===== config.mk =====
export PLATFORM = sky130hd
export DESIGN_NAME = tcw_cursor
export DESIGN_NICKNAME = d
export VERILOG_FILES = /design/src/design/tcw_pkg.sv /design/src/design/tcw_cursor.sv
export SDC_FILE = /design/constraint.sdc
export NUM_CORES = 1
export LEC_CHECK = 0
export ABC_AREA = 1
export ABC_CLOCK_PERIOD_IN_PS = 3200
export BUFFER_PORTS_ARGS = -buffer_cell sky130_fd_sc_hd__buf_2
export CELL_PAD_IN_SITES_DETAIL_PLACEMENT = 0
export CELL_PAD_IN_SITES_GLOBAL_PLACEMENT = 1
export CORE_UTILIZATION = 37
export CTS_CLUSTER_SIZE = 30
export DETAILED_ROUTE_END_ITERATION = 8
export GPL_ROUTABILITY_DRIVEN = 0
export PLACE_DENSITY = 0.93
export SYNTH_ARGS = -nofsm -noshare
export SYNTH_HDL_FRONTEND = slang
export SYNTH_SLANG_ARGS = --single-unit

===== constraint.sdc =====
create_clock -name clock -period 3.2 [get_ports clock]
set_clock_uncertainty 0.15 [all_clocks]
set_input_delay 0.16 -clock clock [delete_from_list [all_inputs] [get_ports clock]]
set_output_delay 0.16 -clock clock [all_outputs]
set_load 0.01 [all_outputs]

===== src/design/tcw_pkg.sv =====
// ----------------------------------------------------------------------------
// tcw_pkg
// shared types and constants of the text console writer: command codes,
// control characters, the per-command plan and the sequencer states
// ----------------------------------------------------------------------------
package tcw_pkg;

   // command codes
   localparam logic [1:0] CMD_PRINT = 2'd0;
   localparam logic [1:0] CMD_MOVE  = 2'd1;
   localparam logic [1:0] CMD_CLEAR = 2'd2;
   localparam logic [1:0] CMD_READ  = 2'd3;

   // control characters
   localparam logic [7:0] CHAR_NEWLINE   = 8'd10;
   localparam logic [7:0] CHAR_BACKSPACE = 8'd8;

   // attribute of a blank cell after reset, and the reset value of the register
   localparam logic [7:0] RESET_ATTR = 8'd7;

   // cell layout: character in the low byte, attribute in the high byte
   localparam int CELL_W = 16;

   // what one command needs from the cell store
   typedef struct packed {
      logic write_cell; // one cell write at the command's address
      logic blank;      // the written cell is blank rather than the character
      logic scroll;     // grid moves up one row afterwards
      logic clear;      // every cell is blanked
      logic read;       // one cell read at the command's address
   } plan_type;

   // sequencer states
   typedef enum logic [4:0] {
      ST_INIT   = 5'b00001,
      ST_IDLE   = 5'b00010,
      ST_COPY   = 5'b00100,
      ST_FILL   = 5'b01000,
      ST_RESULT = 5'b10000
   } state_type;

endpackage


===== src/design/tcw_cursor.sv =====
// ----------------------------------------------------------------------------
// tcw_cursor
// cursor registers and per-command decode: next cursor, cell address, plan
// ----------------------------------------------------------------------------
module tcw_cursor #(
   parameter int COLUMNS = 80,
   parameter int ROWS    = 25,
   parameter int COL_W   = $clog2(COLUMNS),
   parameter int ROW_W   = $clog2(ROWS),
   parameter int ADDR_W  = $clog2(COLUMNS * ROWS)
) (
   input  logic                  clock,
   input  logic                  reset,
   input  logic [1:0]            req_cmd,
   input  logic [7:0]            req_char_code,
   input  logic [6:0]            req_new_x,
   input  logic [4:0]            req_new_y,
   input  logic                  commit,
   output tcw_pkg::plan_type     plan,
   output logic [ADDR_W-1:0]     cell_addr,
   output logic [COL_W-1:0]      col,
   output logic [ROW_W-1:0]      row,
   output logic [ADDR_W-1:0]     position
);

   import tcw_pkg::*;

   localparam logic [COL_W-1:0] LAST_COL = COL_W'(COLUMNS - 1);
   localparam logic [ROW_W-1:0] LAST_ROW = ROW_W'(ROWS - 1);

   logic [COL_W-1:0]  col_ff, col_in, x_clamp;
   logic [ROW_W-1:0]  row_ff, row_in, y_clamp;
   logic [ADDR_W-1:0] pos_cur, pos_pick;

   always_comb begin
      pos_cur  = ADDR_W'(row_ff) * ADDR_W'(COLUMNS) + ADDR_W'(col_ff);
      x_clamp  = (32'(req_new_x) > COLUMNS - 1) ? LAST_COL : COL_W'(req_new_x);
      y_clamp  = (32'(req_new_y) > ROWS - 1) ? LAST_ROW : ROW_W'(req_new_y);
      pos_pick = ADDR_W'(y_clamp) * ADDR_W'(COLUMNS) + ADDR_W'(x_clamp);
   end

   always_comb begin
      plan      = '0;
      col_in    = col_ff;
      row_in    = row_ff;
      cell_addr = pos_cur;
      case (req_cmd)
         CMD_PRINT: begin
            if (req_char_code == CHAR_NEWLINE) begin
               col_in = '0;
               if (row_ff == LAST_ROW) begin
                  plan.scroll = 1'b1;
               end else begin
                  row_in = row_ff + 1'b1;
               end
            end else if (req_char_code == CHAR_BACKSPACE) begin
               // step back one cell, top-left corner stays put
               plan.write_cell = 1'b1;
               plan.blank      = 1'b1;
               cell_addr       = (pos_cur == '0) ? '0 : pos_cur - 1'b1;
               if (col_ff == '0) begin
                  if (row_ff != '0) begin
                     col_in = LAST_COL;
                     row_in = row_ff - 1'b1;
                  end
               end else begin
                  col_in = col_ff - 1'b1;
               end
            end else begin
               plan.write_cell = 1'b1;
               if (col_ff == LAST_COL) begin
                  col_in = '0;
                  if (row_ff == LAST_ROW) begin
                     plan.scroll = 1'b1;
                  end else begin
                     row_in = row_ff + 1'b1;
                  end
               end else begin
                  col_in = col_ff + 1'b1;
               end
            end
         end
         CMD_MOVE: begin
            col_in = x_clamp;
            row_in = y_clamp;
         end
         CMD_CLEAR: begin
            plan.clear = 1'b1;
            col_in     = '0;
            row_in     = '0;
         end
         CMD_READ: begin
            plan.read = 1'b1;
            cell_addr = pos_pick;
         end
         default: begin
            plan = '0;
         end
      endcase
   end

   always_ff @(posedge clock) begin
      if (reset) begin
         col_ff <= '0;
         row_ff <= '0;
      end else if (commit) begin
         col_ff <= col_in;
         row_ff <= row_in;
      end
   end

   assign col      = col_ff;
   assign row      = row_ff;
   assign position = pos_cur;

endmodule


* Word-level counts from Yosys, hierarchy flattened *
Index checks and enable logic that the tools add are counted.

cells by class
  add/subtract/negate cells = 7
  multipliers = 2
  div/mod/pow operators = 0
  $lt $le $gt $ge = 2
  equal/unequal tests = 11
  shift operators = 0
  mux-type cells = 28
  bitwise logic cells = 0
  reductions and logical operators = 7

operator list
  operator                 count
  $mux W7                  6
  $mux W5                  7
  $mux W11                 3
  $add A11 B7 Y11          2
  $pmux W11 S2             1
  $pmux W7 S3              1
  $eq A8 B4 Y1 const B     2
  $pmux W5 S3              1
  $mul A5 B3 Y7 const B    2
  $ne A4 B4 Y1 const B     3
  $logic_not A11 Y1        1
  $sub A11 B1 Y11 const B  1
  $add A7 B1 Y7 const B    1
  $eq A7 B7 Y1 const B     1
  $gt A7 B7 Y1 const B     1
  $logic_not A7 Y1         1
  $mux W1                  7
  $sub A7 B1 Y7 const B    1
  $add A5 B1 Y5 const B    1
  $eq A5 B5 Y1 const B     1
  $gt A5 B5 Y1 const B     1
  $ne A5 B5 Y1 const B     1
  $reduce_and A5 Y1        1
  $reduce_bool A5 Y1       1
  8 further kinds          9

storage, ports and cells
  register bits = 12
  bits in latches = 0
  memory bits (writable) = 0
  ROM bits = 0
  input port bits = 25
  memories kept = 0

* Depth between registers and ports, before layout *
Gate-level depths: netlist of the first run.

  word-level depth = 7
  gate-level depth with buffers = 16

* Worst setup path before layout of the first run *
OpenSTA, ideal clock, no wires.

  path kind = register to output
  from = reg row_ff[1], in the netlist row[1]
  to = out cell_addr[10]
  arrival = 2.433 ns
  data required time = 2.890 ns
  slack = 0.457 ns
  cell stages (with the launch flop) = 14
  path buffers = 0
  path through = dfxtp_1 -> ha_1 -> ha_1 -> fa_1 -> nand2_1 -> inv_2 -> nand2_1 -> nor2_1 -> nand3_1 -> nand2_1 -> o21ai_0 -> nor2_1 -> nand2_1 -> a21oi_1

on the way
  cells in the longest elaborated chain, start to end = 7
  elaborated cells between the ends (all ways) = 8
  those cells by class = add/sub: 2; mul: 1; mux: 4; reduce/logical: 1

ends and longest elaborated chain
  what                                                         RTL line           RTL
  start, declared                                              tcw_cursor.sv:32   logic [ROW_W-1:0] row_ff, row_in, y_clamp;
  start signal, assigned                                       tcw_cursor.sv:108  row_ff <= row_in;
  $mul A5 B3 Y7 *                                              tcw_cursor.sv:36   pos_cur = ADDR_W'(row_ff) * ADDR_W'(COLUMNS) + ADDR_W'(col_ff);
  $add A11 B7 Y11 *                                            tcw_cursor.sv:36
  net position[10]                                             tcw_cursor.sv:23   output logic [ADDR_W-1:0] position
  $sub A11 B1 Y11 / $logic_not A11 Y1 (equally long branches)  tcw_cursor.sv:60   cell_addr = (pos_cur == '0) ? '0 : pos_cur - 1'b1;
  $mux W11                                                     tcw_cursor.sv:60
  $mux W11                                                     tcw_cursor.sv:56   end else if (req_char_code == CHAR_BACKSPACE) begin
  $mux W11                                                     tcw_cursor.sv:49   if (req_char_code == CHAR_NEWLINE) begin
  $pmux W11 S2 *                                               tcw_cursor.sv:47   case (req_cmd)
  end, declared                                                tcw_cursor.sv:20   output logic [ADDR_W-1:0] cell_addr,

The timed path passes the listed nets; every way through them passes the cells marked *.

* Worst setup path after layout of the first run *
  from = reg row_ff[3], in the netlist row[3]
  to = out cell_addr[9]

on the way
  cells in the longest elaborated chain, start to end = 7
  elaborated cells between the ends (all ways) = 8
  those cells by class = add/sub: 2; mul: 1; mux: 4; reduce/logical: 1

ends and longest elaborated chain
  what                                                         RTL line
  $mul A5 B3 Y7 *                                              tcw_cursor.sv:36
  $add A11 B7 Y11 *                                            tcw_cursor.sv:36
  $sub A11 B1 Y11 / $logic_not A11 Y1 (equally long branches)  tcw_cursor.sv:60
  $mux W11                                                     tcw_cursor.sv:60
  $mux W11                                                     tcw_cursor.sv:56
  $mux W11                                                     tcw_cursor.sv:49
  $pmux W11 S2 *                                               tcw_cursor.sv:47

Mark *: on every way between the ends. The rest lies on a longest branch, timed or not.

==> summary.txt, run 1 <==
Worst hold path
  – Count of cells along the worst hold path: 4
  – Worst min path class: primary input to register

Logic synthesis
  – Arithmetic-cell share of the synthesized area counting full adders, half adders and majority gates: approximately 17%
  – Portion of netlist area occupied by mux cells: 0%
  – Netlist area before placement: roughly 2600 um2
  – Count of distinct cell types in the synthesized netlist: 35
  – Compound-gate portion of the synthesized area: around 17%
  – Cells after synthesis: approximately 450
  – Sequential cell area fraction in the yosys report: a little under a tenth
  – Post-Syn Area per Cell: around 5.7 um2
  – Synthesis warning total: 0
  – Combinational family with the most area after synthesis: simple AND/OR/NAND/NOR gates
  – Syn nets: 510
  – XOR/XNOR share of the synthesized area: between 4 and 5%
  – Seq cells post-synth: 12
  – Post-synthesis simple-gate area fraction: between 30% and 40%

Floorplan
  – Placeable core area: 6790 um2
  – I/O pin total: 64
  – Die H: 85.8 um
  – Initial core utilization: 38.3%
  – Number of core rows: 30
  – Chip Width: around 86 um
  – Die Outline Area: 7370 um2

Worst setup path
  – Worst path required time: 2.89 ns
  – Max Fanout on Critical Path: 6
  – Category of the most critical setup path: register to output pin
  – Crit end category: output pin
  – Worst reg2reg path depth: 9
  – Arrival @ worst endpoint: 2.78 ns
  – Crit start category: register

Power
  – Leakage component of the power: around 0.0017 uW
  – Flop pwr share: 21.2%
  – Fraction of power spent switching nets: between 40% and 50%
  – Cell Pwr Density: 273 nW/um2
  – Net switching power of the design: around 420 uW
  – Total chip power: between 800 and 900 uW
  – Internal power: between 400 and 500 uW
  – Combinational Power Share: 62.3%
  – Clock group share of total power: approximately 17%
  – Worst-case vdd ir drop: 230 uV

Drt
  – Number of design-rule violations left by the first detailed-router iteration: between 100 and 150
  – Via-to-Cell Ratio: between 4 and 5
  – Length of the first detailed-routing pass in iterations: 4
  – Number of vias after detailed routing: 3039
  – Detail Route Antenna Nets: 0
  – Wire length per cell: 12.7 um
  – Final routed DRC violation total: 0
  – Wire length after detailed routing: 7750 um

STA
  – Total negative slack: 0 ns
  – Final hold slack: ~0.017 ns
  – Fmax achieved: about 320 MHz
  – Final worst path period share: 96.5%
  – Least-Margin Pin Slew: ~0.64 ns
  – Headroom to the max-slew limit: between 50% and 60%
  – Final hold violation count: 0
  – Number of pins exceeding their max-slew limit in the final report: 0
  – Post-layout minimum cycle time: a little over 3 ns
  – Number of setup violations in the final report: 0

Final layout
  – Final standard cell count with taps included and fillers excluded: ~610
  – Most common cell after layout, fill and taps aside: nand2_1
  – Ant. Diodes: 0
  – Number of nets in the finished design: between 500 and 600
  – # fillers: 727
  – P&R area growth vs syn: 21.9%
  – Most frequent cells in the layout: 101 x nand2_1, 64 x inv_1, 63 x buf_2
  – Cell area after layout: 3170 um2
  – Layout cells sized above 1: between 20% and 30%

Status
  – Run status: finished, final reports clean

Clock tree
  – Clock transition time at the flip-flop clock pins of the worst setup and hold paths: ~0.05 ns
  – Root Driver: clkbuf_8
  – Clk sink count: 12
  – H-tree depth: 1
  – Maximum clock path buffer count: 2
  – Clock latency on the worst-skew pair: between 0.2 and 0.25 ns
  – Total of hold buffers inserted after clock tree synthesis: 0
  – Number of buffers inserted during clock tree synthesis: 3
  – CTS tree: done

Run
  – Max-cap violations: 0

Placed design
  – Cell area after placement: 2990 um2
  – Cells after DPL: approximately 600
  – IO Port Bufs: 63
  – Placed wire-length estimate: between 6000 and 7000 um

Global routing
  – Overall track demand over capacity in global routing: between 20% and 30%
  – Overflow left after global routing: 0
  – Vias in the first global route: ~2800
  – First-pass GRT wire length: 12600 um
  – Initial antenna violation count: 0
  – Pin count of the biggest net entering global routing: 22
## power by group through the flow
stage,sequential (uW),clock (uW),combinational [uW]
after CTS,184,144,512
after global routing,185,151,609
final,183,142,539
after detailed placement,187,0,509
after global placement,186,0,505
after floorplan,186,0,354
## through the flow
step	utilization [%]	setup WS (ns)
after floorplan	-	0.457
final	46.7	0.111
after global routing	46.7	-0.0348
after CTS	44.6	0.0149
after detailed placement	44.0	0.289
after global placement	44.0	0.337
## cells by family after synthesis
| logic type | Yosys count |
|---|---|
| simple gates | 223 |
| buf+inv | 90 |
| xor+xnor | 14 |
| compound gates | 82 |
| fa+ha+maj | 32 |
| flops | 12 |
## state kept, by name (all words and copies together) (netlist names)
| register | flops |
|---|---|
| col | 7 |
| row | 5 |
## cells in the mapped netlist (all sizes together)
| cell | instances | area share (%) |
|---|---|---|
| a21oi | 38 | 7.3 |
| a22oi | 1 | 0.29 |
| a31oi | 3 | 0.72 |
| buf | 10 | 2.9 |
| clkbuf | 7 | 1.0 |
| clkinv | 2 | 0.34 |
| dfxtp | 12 | 9.2 |
| fa | 4 | 3.1 |
| ha | 28 | 13 |
| inv | 71 | 10 |
| nand2 | 118 | 18 |
| nand3 | 28 | 6.0 |
| nand4 | 8 | 2.5 |
| nor2 | 65 | 11 |
| nor3 | 4 | 0.77 |
| o2111ai | 1 | 0.34 |
| o211ai | 1 | 0.29 |
| o21ai | 32 | 6.3 |
| o22ai | 3 | 0.72 |
| o31ai | 3 | 0.87 |
| xnor2 | 2 | 0.67 |
| xor2 | 12 | 4.0 |
## critical path, cell delays in order (launching register included)
cell and delay (ns):
dfxtp_4 0.35, ha_1 0.27, ha_2 0.19, fa_2 0.59, nand2_2 0.08, nor2_1 0.10, nand2_1 0.07, nand3_2 0.08
nand2_4 0.07, nor2_4 0.16, nand3_4 0.13, nand2_4 0.11, inv_6 0.05, nand2_1 0.06, a21oi_1 0.07, buf_2 0.15
## layer usage
metal / wire (um) / GRT usage [%]
met1: 3460 / 28.2
met2: 3760 / 36.0
met3: 447 / 2.41
met4: 91 / 5.61
met5: 0 / 0
## worst paths after layout
kind | from | to | slack [ns]
worst min-delay path | reset | col[3]$_SDFFE_PP0P_ | 0.02
worst min register to register | col[6]$_SDFFE_PP0P_ | col[6]$_SDFFE_PP0P_ | 0.48
worst max-delay path | row[3]$_SDFFE_PP0P_ | cell_addr[9] | 0.11
worst max register to register | col[0]$_SDFFE_PP0P_ | col[2]$_SDFFE_PP0P_ | 1.12
## final cells by class
type | instances | area (um2) | area share [%]
inverters | 73 | 285 | 8.99
multi-input cells | 351 | 2080 | 65.6
clock buffers | 3 | 41.3 | 1.30
well taps | 96 | 120 | 3.79
flip-flops and latches | 12 | 246 | 7.77
repair buffers | 74 | 398 | 12.5
## repair_timing
item,in CTS,in global routing
gates resized for setup,0,34
endpoints found under the setup margin,0,11
buffers inserted,0,4
No activity file was read; power rests on OpenSTA's default activity.
==> run 2, diff against run 1 <==
- BUFFER_PORTS_ARGS: -buffer_cell sky130_fd_sc_hd__buf_2 -> not set
- CORE_UTILIZATION: 37 -> 42
- DONT_BUFFER_PORTS: not set -> 1
- PLACE_DENSITY: 0.93 -> 0.9
==> summary.txt, run 2 (synthesized netlist as in run 1, its figures left out) <==
Worst setup path
  – Max Fanout on Critical Path: 6
  – Crit start category: register
  – Top cell by count, worst path: nand2_1
  – Crit-path cells: ha_1, ha_1, fa_1, nand2_1, inv_2, nand2_1, nand3_1, nand2_2, nor2_4, nand3_2, nand2_1, inv_2, nand2_1, a21oi_1
  – Largest stage delay on the critical path: between 0.4 and 0.5 ns
  – Category of the most critical setup path: register to output pin
  – Crit end category: output pin
  – Worst path required time: between 2 and 3 ns
  – Critical Path Slowest Stage Cell: fa_1
  – Arrival @ worst endpoint: roughly 2.8 ns

Clock tree
  – Clock transition time at the flip-flop clock pins of the worst setup and hold paths: 0.07 ns
  – Clk sink count: 12
  – H-tree depth: 1
  – Number of buffers inserted during clock tree synthesis: 3
  – CTS tree: done
  – Postcts setup bufs: 0
  – Maximum clock path buffer count: 2
  – Clock latency on the worst-skew pair: ~0.26 ns
  – Root Driver: clkbuf_8

Drt
  – Final routed DRC violation total: 0
  – Number of vias after detailed routing: 2823
  – Detail Route Antenna Nets: 0
  – Number of design-rule violations left by the first detailed-router iteration: between 150 and 200
  – Length of the first detailed-routing pass in iterations: 5
  – Wire length after detailed routing: approximately 7600 um
  – Wire length per cell: 14.5 um
  – Via-to-Cell Ratio: between 5 and 6

Final layout
  – Most frequent cells in the layout: 109 x nand2_1, 64 x inv_1, 55 x nor2_1
  – Layout cells sized above 1: a little over a tenth
  – Flip-flop count of the largest register after layout: 7
  – Cell area after layout: between 2000 and 3000 um2
  – P&R area growth vs syn: 5.63%
  – Number of nets in the finished design: roughly 510
  – Most common cell after layout, fill and taps aside: nand2_1
  – Ant. Diodes: 0

Power
  – Net switching power of the design: between 400 and 500 uW
  – Flop pwr share: ~23%
  – Combinational Power Share: between 50% and 60%
  – Cell Pwr Density: about 300 nW/um2
  – Internal power: about 420 uW
  – Worst-case vdd ir drop: 149 uV
  – Fraction of power spent switching nets: around half
  – Clock group share of total power: between 20% and 30%
  – Leakage component of the power: between 0.001 and 0.0015 uW

STA
  – Final hold violation count: 0
  – Fmax achieved: 326 MHz
  – Number of pins exceeding their max-slew limit in the final report: 0
  – Number of setup violations in the final report: 0
  – Total negative slack: 0 ns
  – Least-Margin Pin Slew: about 0.76 ns
  – Headroom to the max-slew limit: about half
  – Post-layout minimum cycle time: 3.07 ns
  – Unrepaired setup endpoints after global routing: no
  – Crit path setup slack, layout: 0.134 ns
  – Final worst path period share: approximately 96%

Floorplan
  – Die Outline Area: about 6500 um2
  – Chip Width: ~80 um
  – Placeable core area: roughly 6000 um2
  – Initial core utilization: between 40% and 50%
  – I/O pin total: 64
  – Die H: 80.7 um
  – Number of core rows: 28

Global routing
  – First-pass GRT wire length: between 10000 and 15000 um
  – Overflow left after global routing: 0
  – Overall track demand over capacity in global routing: between 20 and 30%
  – Pin count of the biggest net entering global routing: 22
  – Initial antenna violation count: 0
  – Vias in the first global route: between 2000 and 3000

Worst hold path
  – Worst min path class: primary input to register

Placed design
  – Placed wire-length estimate: between 6000 and 7000 um
  – Worst slack at placement: around 0.31 ns
  – Cell area after placement: 2650 um2
  – IO Port Bufs: 0

Status
  – Run status: finished, final reports clean

Run
  – Max-cap violations: 0
==> run 2: final timing paths <==
check / slack, ns / endpoint / from / cells past startpoint
min reg2reg: 0.53 / col[6]$_SDFFE_PP0P_ / col[6]$_SDFFE_PP0P_ / 2
min: 0.03 / row[3]$_SDFFE_PP0P_ / req_new_y[3] / 4
max: 0.13 / cell_addr[6] / row[1]$_SDFFE_PP0P_ / 14
max reg2reg: 1.04 / row[1]$_SDFFE_PP0P_ / col[1]$_SDFFE_PP0P_ / 11
==> run 2: stage by stage <==
step / cells / hold WS, ns / total power (uW) / util [%]
floorplan: 453 / 0.155 / 540 / -
global placement: 519 / 0.164 / 623 / 44.6
detailed placement: 519 / 0.169 / 632 / 44.6
CTS: 525 / 0.0341 / 813 / 45.8
global route: 525 / 0.0654 / 891 / 46.1
finish: 525 / 0.0263 / 822 / 46.1
==> run 2: layer usage <==
layer | vias up | track usage, % | part of all wire [%]
met3 | 12 | 5.11 | 7.0
met2 | 104 | 41.1 | 46
met5 | - | 0 | 0
met4 | 0 | 8.39 | 2.3
met1 | 1265 | 32.7 | 44
li1 | 1442 | - | -
==> run 2: final cells by class <==
type | instances | area [um2]
clock buffers | 4 | 55.1
well taps | 75 | 93.8
inverters | 73 | 278
flip-flops and latches | 12 | 241
repair buffers | 10 | 80.1
fillers | 666 | 3210
multi-input cells | 351 | 2000
==> run 2: worst max-delay path, delay by kind of cell, from the launching register on <==
family / cells / cell delay (ns)
DFF: 1 / 0.33
and+or+nand+nor: 8 / 0.76
adders and majority gates: 3 / 0.98
buffers and inverters: 2 / 0.19
AOI/OAI and AO/OA: 1 / 0.24
==> run 2: power groups by stage <==
stage | Combinational, uW | Clock (uW) | Sequential (uW)
2_1_floorplan | 354 | 0 | 186
3_3_place_gp | 437 | 0 | 187
3_5_place_dp | 444 | 0 | 187
4_1_cts | 449 | 179 | 184
5_1_grt | 517 | 187 | 187
6_report | 455 | 182 | 185
==> run 2: what timing repair did <==
item	4_1_cts	5_1_grt
hold buffers	2	0
setup endpoints to repair	0	10
gates resized for setup	0	6
endpoints found under the hold margin	2	0
